[src/hdl/gsmf_pkg.sv]
package gsmf_pkg;

    // Window geometry
    localparam int WINDOW_SIZE = 5;
    localparam int HALF_SPAN   = WINDOW_SIZE / 2;
    localparam int SPAN        = 2 * HALF_SPAN + 1;

    // Field and counter widths
    localparam int DATA_W = 16;
    localparam int SEEN_W = $clog2(SPAN + 1);
    localparam int DC_W   = $clog2(HALF_SPAN + 1);
    localparam int IDX_W  = $clog2(SPAN);

    // Request queue between front and back
    localparam int QDEPTH = 4;
    localparam int QPTR_W = $clog2(QDEPTH);
    localparam int QCNT_W = $clog2(QDEPTH + 1);

    // Configuration registers
    localparam int CFG_IDX_W = 1;
    localparam logic [CFG_IDX_W-1:0] REG_RANGE_LOW  = CFG_IDX_W'(0);
    localparam logic [CFG_IDX_W-1:0] REG_RANGE_HIGH = CFG_IDX_W'(1);
    localparam logic [DATA_W-1:0]    RANGE_LOW_RESET  = DATA_W'(20);
    localparam logic [DATA_W-1:0]    RANGE_HIGH_RESET = DATA_W'(12000);

    typedef logic [DATA_W-1:0] sample_t;

    // One queued request: window snapshot (index 0 newest), fill count, end flag
    typedef struct packed {
        sample_t [SPAN-1:0] win;
        logic [SEEN_W-1:0]  seen;
        logic               scan_end;
    } job_t;

    typedef struct packed {
        sample_t low;
        sample_t high;
    } limits_t;

endpackage

[src/hdl/gsmf_front.sv]
module gsmf_front (
    input  logic            clk,
    input  logic            rst_n,
    input  logic            in_valid,
    output logic            in_ready,
    input  gsmf_pkg::sample_t range_sample,
    input  logic            scan_end,
    output logic            job_valid,
    output gsmf_pkg::job_t  job,
    input  logic            job_ready
);
    import gsmf_pkg::*;

    sample_t [SPAN-1:0] win_reg;
    sample_t [SPAN-1:0] win_next;
    logic [SEEN_W-1:0]  seen_reg;
    logic [SEEN_W-1:0]  seen_next;
    sample_t [SPAN-1:0] win_shift;
    logic [SEEN_W-1:0]  seen_inc;
    logic               accept;

    // Shift the new sample in and count it, saturating at the span
    always_comb
    begin
        win_shift = {win_reg[SPAN-2:0], range_sample};
        if (seen_reg == SEEN_W'(SPAN))
        begin
            seen_inc = seen_reg;
        end
        else
        begin
            seen_inc = seen_reg + 1'b1;
        end
    end

    // Classify: a request goes to the back only if it yields results
    assign in_ready  = job_ready;
    assign accept    = in_valid && job_ready;
    assign job_valid = in_valid && (scan_end || (seen_inc > SEEN_W'(HALF_SPAN)));
    assign job       = '{win: win_shift, seen: seen_inc, scan_end: scan_end};

    // Advance the window; drop it at the end of a scan
    always_comb
    begin
        win_next  = win_reg;
        seen_next = seen_reg;
        if (accept)
        begin
            if (scan_end)
            begin
                win_next  = '0;
                seen_next = '0;
            end
            else
            begin
                win_next  = win_shift;
                seen_next = seen_inc;
            end
        end
    end

    always_ff @(posedge clk or negedge rst_n)
    begin
        if (!rst_n)
        begin
            win_reg  <= '0;
            seen_reg <= '0;
        end
        else
        begin
            win_reg  <= win_next;
            seen_reg <= seen_next;
        end
    end

endmodule

[src/hdl/gsmf_queue.sv]
module gsmf_queue (
    input  logic           clk,
    input  logic           rst_n,
    input  logic           push_valid,
    output logic           push_ready,
    input  gsmf_pkg::job_t push_job,
    output logic           pop_valid,
    input  logic           pop_ready,
    output gsmf_pkg::job_t pop_job
);
    import gsmf_pkg::*;

    job_t              mem [QDEPTH];
    logic [QPTR_W-1:0] wr_ptr_reg;
    logic [QPTR_W-1:0] wr_ptr_next;
    logic [QPTR_W-1:0] rd_ptr_reg;
    logic [QPTR_W-1:0] rd_ptr_next;
    logic [QCNT_W-1:0] count_reg;
    logic [QCNT_W-1:0] count_next;
    logic              do_push;
    logic              do_pop;

    assign push_ready = (count_reg != QCNT_W'(QDEPTH));
    assign pop_valid  = (count_reg != '0);
    assign pop_job    = mem[rd_ptr_reg];
    assign do_push    = push_valid && push_ready;
    assign do_pop     = pop_valid && pop_ready;

    // Advance pointers and fill count
    always_comb
    begin
        wr_ptr_next = do_push ? wr_ptr_reg + 1'b1 : wr_ptr_reg;
        rd_ptr_next = do_pop ? rd_ptr_reg + 1'b1 : rd_ptr_reg;
        count_next  = count_reg;
        if (do_push && !do_pop)
        begin
            count_next = count_reg + 1'b1;
        end
        else if (do_pop && !do_push)
        begin
            count_next = count_reg - 1'b1;
        end
    end

    always_ff @(posedge clk or negedge rst_n)
    begin
        if (!rst_n)
        begin
            wr_ptr_reg <= '0;
            rd_ptr_reg <= '0;
            count_reg  <= '0;
        end
        else
        begin
            wr_ptr_reg <= wr_ptr_next;
            rd_ptr_reg <= rd_ptr_next;
            count_reg  <= count_next;
        end
    end

    // Store the request
    always_ff @(posedge clk)
    begin
        if (do_push)
        begin
            mem[wr_ptr_reg] <= push_job;
        end
    end

endmodule

[src/hdl/gsmf_back.sv]
module gsmf_back (
    input  logic              clk,
    input  logic              rst_n,
    input  gsmf_pkg::limits_t limits,
    input  logic              job_valid,
    output logic              job_ready,
    input  gsmf_pkg::job_t    job,
    output logic              out_valid,
    input  logic              out_ready,
    output gsmf_pkg::sample_t filtered_range,
    output logic              last_of_scan
);
    import gsmf_pkg::*;

    // Expansion of one request into its positions
    logic              busy_reg;
    logic              busy_next;
    logic [DC_W-1:0]   dc_reg;
    logic [DC_W-1:0]   dc_next;
    logic [DC_W-1:0]   cur_dc;
    logic [SEEN_W-1:0] start_dc;
    logic [SEEN_W-1:0] hi_off;
    logic [SEEN_W-1:0] reach;
    logic              step_last;
    logic              issue;

    // Stage one: gating and pairwise order
    logic                      s1_valid_reg;
    logic                      s1_valid_next;
    sample_t [SPAN-1:0]        s1_vals_reg;
    logic [SPAN-1:0]           s1_mask_reg;
    logic [SPAN-1:0]           s1_mask_next;
    logic [SPAN-1:0][SPAN-1:0] s1_before_reg;
    logic [SPAN-1:0][SPAN-1:0] s1_before_next;
    sample_t                   s1_raw_reg;
    logic                      s1_last_reg;
    logic                      s1_free;

    // Stage two: rank select into the output register
    logic [SEEN_W-1:0]   valid_cnt;
    logic [SEEN_W-1:0]   rank [SPAN];
    logic [SPAN-1:0]     sel;
    sample_t             median;
    logic                out_valid_reg;
    logic                out_valid_next;
    sample_t             out_value_reg;
    logic                out_last_reg;
    logic                out_load;

    // Pick the center offset for this step
    always_comb
    begin
        if (!job.scan_end)
        begin
            start_dc = SEEN_W'(HALF_SPAN);
        end
        else if (job.seen - 1'b1 > SEEN_W'(HALF_SPAN))
        begin
            start_dc = SEEN_W'(HALF_SPAN);
        end
        else
        begin
            start_dc = job.seen - 1'b1;
        end
        cur_dc    = busy_reg ? dc_reg : start_dc[DC_W-1:0];
        step_last = !job.scan_end || (cur_dc == '0);
        reach     = SEEN_W'(cur_dc) + SEEN_W'(HALF_SPAN);
        hi_off    = (reach > job.seen - 1'b1) ? job.seen - 1'b1 : reach;
    end

    assign out_load  = s1_valid_reg && (!out_valid_reg || out_ready);
    assign s1_free   = !s1_valid_reg || out_load;
    assign issue     = job_valid && s1_free;
    assign job_ready = issue && step_last;

    // Hold the request until its last position is issued
    always_comb
    begin
        busy_next = busy_reg;
        dc_next   = dc_reg;
        if (issue)
        begin
            busy_next = !step_last;
            dc_next   = cur_dc - 1'b1;
        end
    end

    // Gate samples by window edge and range limits, order them pairwise
    always_comb
    begin
        for (int k = 0; k < SPAN; k++)
        begin
            s1_mask_next[k] = (SEEN_W'(k) <= hi_off)
                && (job.win[k] >= limits.low) && (job.win[k] <= limits.high);
        end
        for (int i = 0; i < SPAN; i++)
        begin
            for (int j = 0; j < SPAN; j++)
            begin
                if (i == j)
                begin
                    s1_before_next[i][j] = 1'b0;
                end
                else
                begin
                    s1_before_next[i][j] = (job.win[j] < job.win[i])
                        || ((job.win[j] == job.win[i]) && (j < i));
                end
            end
        end
    end

    assign s1_valid_next = issue ? 1'b1 : (out_load ? 1'b0 : s1_valid_reg);

    always_ff @(posedge clk or negedge rst_n)
    begin
        if (!rst_n)
        begin
            busy_reg      <= 1'b0;
            dc_reg        <= '0;
            s1_valid_reg  <= 1'b0;
            out_valid_reg <= 1'b0;
        end
        else
        begin
            busy_reg      <= busy_next;
            dc_reg        <= dc_next;
            s1_valid_reg  <= s1_valid_next;
            out_valid_reg <= out_valid_next;
        end
    end

    always_ff @(posedge clk)
    begin
        if (issue)
        begin
            s1_vals_reg   <= job.win;
            s1_mask_reg   <= s1_mask_next;
            s1_before_reg <= s1_before_next;
            s1_raw_reg    <= job.win[IDX_W'(cur_dc)];
            s1_last_reg   <= job.scan_end && (cur_dc == '0);
        end
    end

    // Select the valid sample whose rank is count/2
    always_comb
    begin
        valid_cnt = SEEN_W'($countones(s1_mask_reg));
        median    = '0;
        for (int i = 0; i < SPAN; i++)
        begin
            rank[i] = SEEN_W'($countones(s1_mask_reg & s1_before_reg[i]));
            sel[i]  = s1_mask_reg[i] && (rank[i] == (valid_cnt >> 1));
            median  = median | (s1_vals_reg[i] & {DATA_W{sel[i]}});
        end
    end

    assign out_valid_next = out_load ? 1'b1 : (out_ready ? 1'b0 : out_valid_reg);

    always_ff @(posedge clk)
    begin
        if (out_load)
        begin
            out_value_reg <= (valid_cnt == '0) ? s1_raw_reg : median;
            out_last_reg  <= s1_last_reg;
        end
    end

    assign out_valid      = out_valid_reg;
    assign filtered_range = out_value_reg;
    assign last_of_scan   = out_last_reg;

    // A request in progress stays at the queue head
    assert property (@(posedge clk) disable iff (!rst_n) busy_reg |-> job_valid)
        else $error("request left the queue while positions remain");

    // The center offset never passes the half span
    assert property (@(posedge clk) disable iff (!rst_n)
        busy_reg |-> (dc_reg <= DC_W'(HALF_SPAN)))
        else $error("center offset out of range");

    // Ranks of valid samples pick exactly one median
    assert property (@(posedge clk) disable iff (!rst_n)
        (s1_valid_reg && (s1_mask_reg != '0)) |-> $onehot(sel))
        else $error("median select not one-hot");

    // Continuing a request happens only at the end of a scan
    assert property (@(posedge clk) disable iff (!rst_n)
        (issue && !step_last) |-> job.scan_end)
        else $error("multi-position request without scan end");

endmodule

[src/hdl/gated_sliding_median_filter.sv]
// Gated sliding median filter over a range scan. Accepts one range sample per
// cycle while the queue has room; scan_end marks a scan's last sample. Each
// position gets the upper median of the valid samples (inside [range_low_limit,
// range_high_limit], inclusive) of a centered 5-sample window cut at the scan
// edges, or the raw sample when none is valid. Results lag input by two
// positions; the scan_end sample flushes the pending positions, min(scan
// length, 3) results, the last one flagged by last_of_scan, and then starts a
// new scan. Throughput is one result per cycle with out_ready high, set by the
// single median unit in the back end; a scan_end sample occupies it for up to
// three positions while a 4-entry request queue keeps taking samples. The
// outputs are registered. Write the limits only while the block is idle.
module gated_sliding_median_filter (
    input  logic                               clk,
    input  logic                               rst_n,
    input  logic                               in_valid,
    output logic                               in_ready,
    input  logic [gsmf_pkg::DATA_W-1:0]        range_sample,
    input  logic                               scan_end,
    output logic                               out_valid,
    input  logic                               out_ready,
    output logic [gsmf_pkg::DATA_W-1:0]        filtered_range,
    output logic                               last_of_scan,
    input  logic                               cfg_we,
    input  logic [gsmf_pkg::CFG_IDX_W-1:0]     cfg_index,
    input  logic [gsmf_pkg::DATA_W-1:0]        cfg_data
);
    import gsmf_pkg::*;

    limits_t limits_reg;
    limits_t limits_next;
    logic    fq_valid;
    logic    fq_ready;
    job_t    fq_job;
    logic    qb_valid;
    logic    qb_ready;
    job_t    qb_job;

    // Write configuration registers
    always_comb
    begin
        limits_next = limits_reg;
        if (cfg_we)
        begin
            unique case (cfg_index)
                REG_RANGE_LOW:  limits_next.low  = cfg_data;
                REG_RANGE_HIGH: limits_next.high = cfg_data;
                default: ;
            endcase
        end
    end

    always_ff @(posedge clk or negedge rst_n)
    begin
        if (!rst_n)
        begin
            limits_reg <= '{low: RANGE_LOW_RESET, high: RANGE_HIGH_RESET};
        end
        else
        begin
            limits_reg <= limits_next;
        end
    end

    gsmf_front u_front (
        .clk          (clk),
        .rst_n        (rst_n),
        .in_valid     (in_valid),
        .in_ready     (in_ready),
        .range_sample (range_sample),
        .scan_end     (scan_end),
        .job_valid    (fq_valid),
        .job          (fq_job),
        .job_ready    (fq_ready)
    );

    gsmf_queue u_queue (
        .clk        (clk),
        .rst_n      (rst_n),
        .push_valid (fq_valid),
        .push_ready (fq_ready),
        .push_job   (fq_job),
        .pop_valid  (qb_valid),
        .pop_ready  (qb_ready),
        .pop_job    (qb_job)
    );

    gsmf_back u_back (
        .clk            (clk),
        .rst_n          (rst_n),
        .limits         (limits_reg),
        .job_valid      (qb_valid),
        .job_ready      (qb_ready),
        .job            (qb_job),
        .out_valid      (out_valid),
        .out_ready      (out_ready),
        .filtered_range (filtered_range),
        .last_of_scan   (last_of_scan)
    );

endmodule
[config.mk]
export PLATFORM = sky130hd
export DESIGN_NAME = gated_sliding_median_filter
export DESIGN_NICKNAME = d
export VERILOG_FILES = /design/src/hdl/gsmf_pkg.sv /design/src/hdl/gsmf_front.sv /design/src/hdl/gsmf_queue.sv /design/src/hdl/gsmf_back.sv /design/src/hdl/gated_sliding_median_filter.sv
export SDC_FILE = /design/constraint.sdc
export NUM_CORES = 1
export LEC_CHECK = 0
export ABC_AREA = 1
export ABC_CLOCK_PERIOD_IN_PS = 6400
export BUFFER_PORTS_ARGS = -buffer_cell sky130_fd_sc_hd__buf_2
export CORE_ASPECT_RATIO = 1.75
export CORE_MARGIN = 4
export CORE_UTILIZATION = 30
export CTS_CLUSTER_DIAMETER = 50
export DETAILED_ROUTE_END_ITERATION = 8
export GPL_TIMING_DRIVEN = 1
export PLACE_DENSITY = 0.5
export RECOVER_POWER = 25
export SYNTH_ARGS = -nofsm -noshare
export SYNTH_HDL_FRONTEND = slang
export SYNTH_SLANG_ARGS = --single-unit
[constraint.sdc]
create_clock -name clk -period 6.4 [get_ports clk]
set_input_delay 0.64 -clock clk [delete_from_list [all_inputs] [get_ports clk]]
set_output_delay 0.64 -clock clk [all_outputs]
set_load 0.03 [all_outputs]
==> metrics <==
status complete, but fails checks; failing checks max-capacitance violations, max-slew violations; critical path arrival between 5 and 6 ns; Setup violations, final 0; Synth area leaders edfxtp_1, ha_1, dfrtp_1; CTS max path bufs 3; max-slew violation count 65; number of global-route vias before repair roughly 21,000; Syn Nets ~3,100; Gate Count Post-Synth about 2,700; RSZ-0062 raised after global routing false; met3 Track Usage GR 0.0169; initial core utilization 0.303; post-placement worst setup slack between 1.5 and 2 ns; Post-synth top flop edfxtp_1; die area about 110,000 sq um; most common cell in the netlist nand2_1; max FFs per register ~340; Highest Clock Rate between 200 and 250 MHz; share of async-settable or async-resettable flops after synthesis 0.189; Most Crowded Layer GR met2; die height about 430 um; Area growth, synth to finish 13.5%; port bufs 57; root buffer cell clkbuf_16; core area roughly 100,000 sq um; cell taking the most area after synthesis edfxtp_1; I/O pin cnt 58; ANT nets after route 0; Tmin final ~4.8 ns; share of cells above drive strength 1 0.0878; WL/cell ~22 um; Slew @ Worst Pin approximately 3.9 ns; Synth Cell Area ~30,000 sq um; CP required between 6 and 7 ns; drt pass-1 iters 5; Seq cells post-synth approximately 590; Ys Warns 0; Layout Skew 0.0454 ns; relative slew slack -1.59; synth cell count leaders nand2_1, edfxtp_1, ha_1; row count roughly 150; min setup slack post-route roughly 1.6 ns; CTS clk-pin slew, worst paths approximately 0.07 ns; Tcrit/Tclk final 0.750; Max Cap Viol 1; clk_lat worst skew between 0.6 and 0.7 ns; GR met1 Demand/Resource 0.189; vias per inst 5.00; largest net degree at the start of global routing between 150 and 200; Fin Setup TNS 0 ns; H-tree levels 2; number of remaining DRC errors 0; nets between 3,000 and 4,000; WS Path Type reg2reg; CTS Sinks approximately 600; Fin. Hold Viols 0; routed wire length approximately 93 mm; worst hold path class in2reg; cts hold-fix bufs 0; Die Width roughly 250 um; final core occ 0.343; Avg Inst Size Synth roughly 11 sq um; vias after detailed routing 21,000; fin cells 4,198; number of library cell types mapped by synthesis 48; initial drt markers roughly 1,200; setup bufs post-CTS 0; post-synthesis sequential area ratio 0.566; GR Util met2 0.326; Detail Placement HPWL around 66 mm; Layout fillers roughly 10,000; initial antenna violation count 9; CP max FO 106; number of synthesized flops with an enable pin ~480; global-route usage over all layers 0.176; fraction of synthesized cell area taken by the top area cell type 0.474; Worst Setup End Kind flip-flop; CP Launch Type flip-flop; remaining global-route overflow 0; placed cell count a little over 4,000; first-pass GRT wire length between 100 and 150 mm; Inserted Clock Buffers 54; GP Congestion roughly 0.92; TritonCTS clock tree yes; post_cts resized 0
[kinds of logic (layout without fill, tap and decap cells)]
group,after synthesis,in the layout,share of synthesized area
simple gates,758,758,0.103
buf+inv,391,537,0.0528
other cells,0,1,0
compound gates,643,643,0.129
flops,586,586,0.566
fa+ha+maj,351,351,0.148
xor+xnor,5,5,0.00145
[area by class of cell]
| type | count | area (sq um) | area share |
|---|---|---|---|
| Multi-Input combinational cell | 1757 | 11500 | 0.337 |
| Timing Repair Buffer | 138 | 946 | 0.0277 |
| Inverter | 297 | 1130 | 0.0330 |
| Antenna cell | 1 | 2.50 | 0.0000732 |
| Sequential cell | 586 | 17100 | 0.499 |
| Clock buffer | 79 | 1570 | 0.0459 |
| Tap cell | 1317 | 1650 | 0.0482 |
| Clock inverter | 23 | 313 | 0.00915 |
[cells in the final DEF (no fill, tap or decap), types with 5 or more instances in the layout]
cell type	synthesis	routed
a211oi_1	9	9
o21ai_1	9	9
nor3_1	34	34
fa_1	8	8
buf_4	10	75
o221ai_1	15	15
nand3_2	8	8
a32oi_1	67	67
o21a_1	13	13
clkbuf_16	0	56
o21ai_0	156	156
a41oi_1	9	9
inv_6	1	6
nand3_1	30	30
inv_1	292	291
a22oi_1	18	18
a31oi_1	9	9
nand2_1	514	514
nand4_1	35	35
clkbuf_8	0	8
clkbuf_1	33	33
dfstp_2	9	9
nor2_1	119	115
a221oi_1	13	13
o2111ai_1	5	5
o22ai_1	67	67
buf_2	43	39
nand2_2	6	6
ha_1	343	343
a21oi_1	239	238
edfxtp_1	475	475
or2_2	9	9
dfrtp_1	102	101
buf_12	0	6
[layer usage]
layer | share of wire | vias up | routed length [um]
li1 | - | 10100 | -
met4 | 0.076 | 0 | 7110
met1 | 0.37 | 10300 | 34500
met5 | 0 | - | 0
met3 | 0.029 | 230 | 2690
met2 | 0.53 | 438 | 49200
[final timing paths]
| path | cells after the start | slack, ns | start | end |
|---|---|---|---|---|
| worst min-delay path | 3 | 0.24 | cfg_data[9] | limits_reg[9] |
| max in group asynchronous | 2 | 2.54 | rst_n | u_queue.rd_ptr_reg[0] |
| min in group asynchronous | 1 | 1.36 | rst_n | limits_reg[21] |
| worst max-delay path | 15 | 1.60 | u_queue.rd_ptr_reg[1] | u_back.s1_before_reg[21] |
| worst min register to register | 0 | 0.43 | u_back.s1_last_reg | u_back.last_of_scan |
| worst max register to register | 15 | 1.60 | u_queue.rd_ptr_reg[1] | u_back.s1_before_reg[21] |
[stage by stage]
stage | cell area [sq um] | hold slack (ns)
5_1_grt | 34200 | 0.253
2_1_floorplan | 30100 | 0.344
6_report | 34200 | 0.243
3_5_place_dp | 32300 | 0.410
4_1_cts | 34200 | 0.0395
3_3_place_gp | 32300 | 0.425
[critical path: stages (launching register included)]
cell and delay, ns:
dfrtp_1 0.37, buf_4 0.23, inv_4 0.44, buf_12 0.43, a21oi_1 0.08, a32oi_1 0.82
inv_1 0.27, ha_1 0.36, nand2_1 0.06, inv_1 0.04, a221oi_1 0.30, nor2_1 0.12
o21ai_0 0.41, o2111ai_1 0.26, inv_1 0.13, nand2_1 0.05
Power is left out: the tool's default activity adds up to more than one toggle a clock period on the data nets, which glitch-free logic cannot reach.
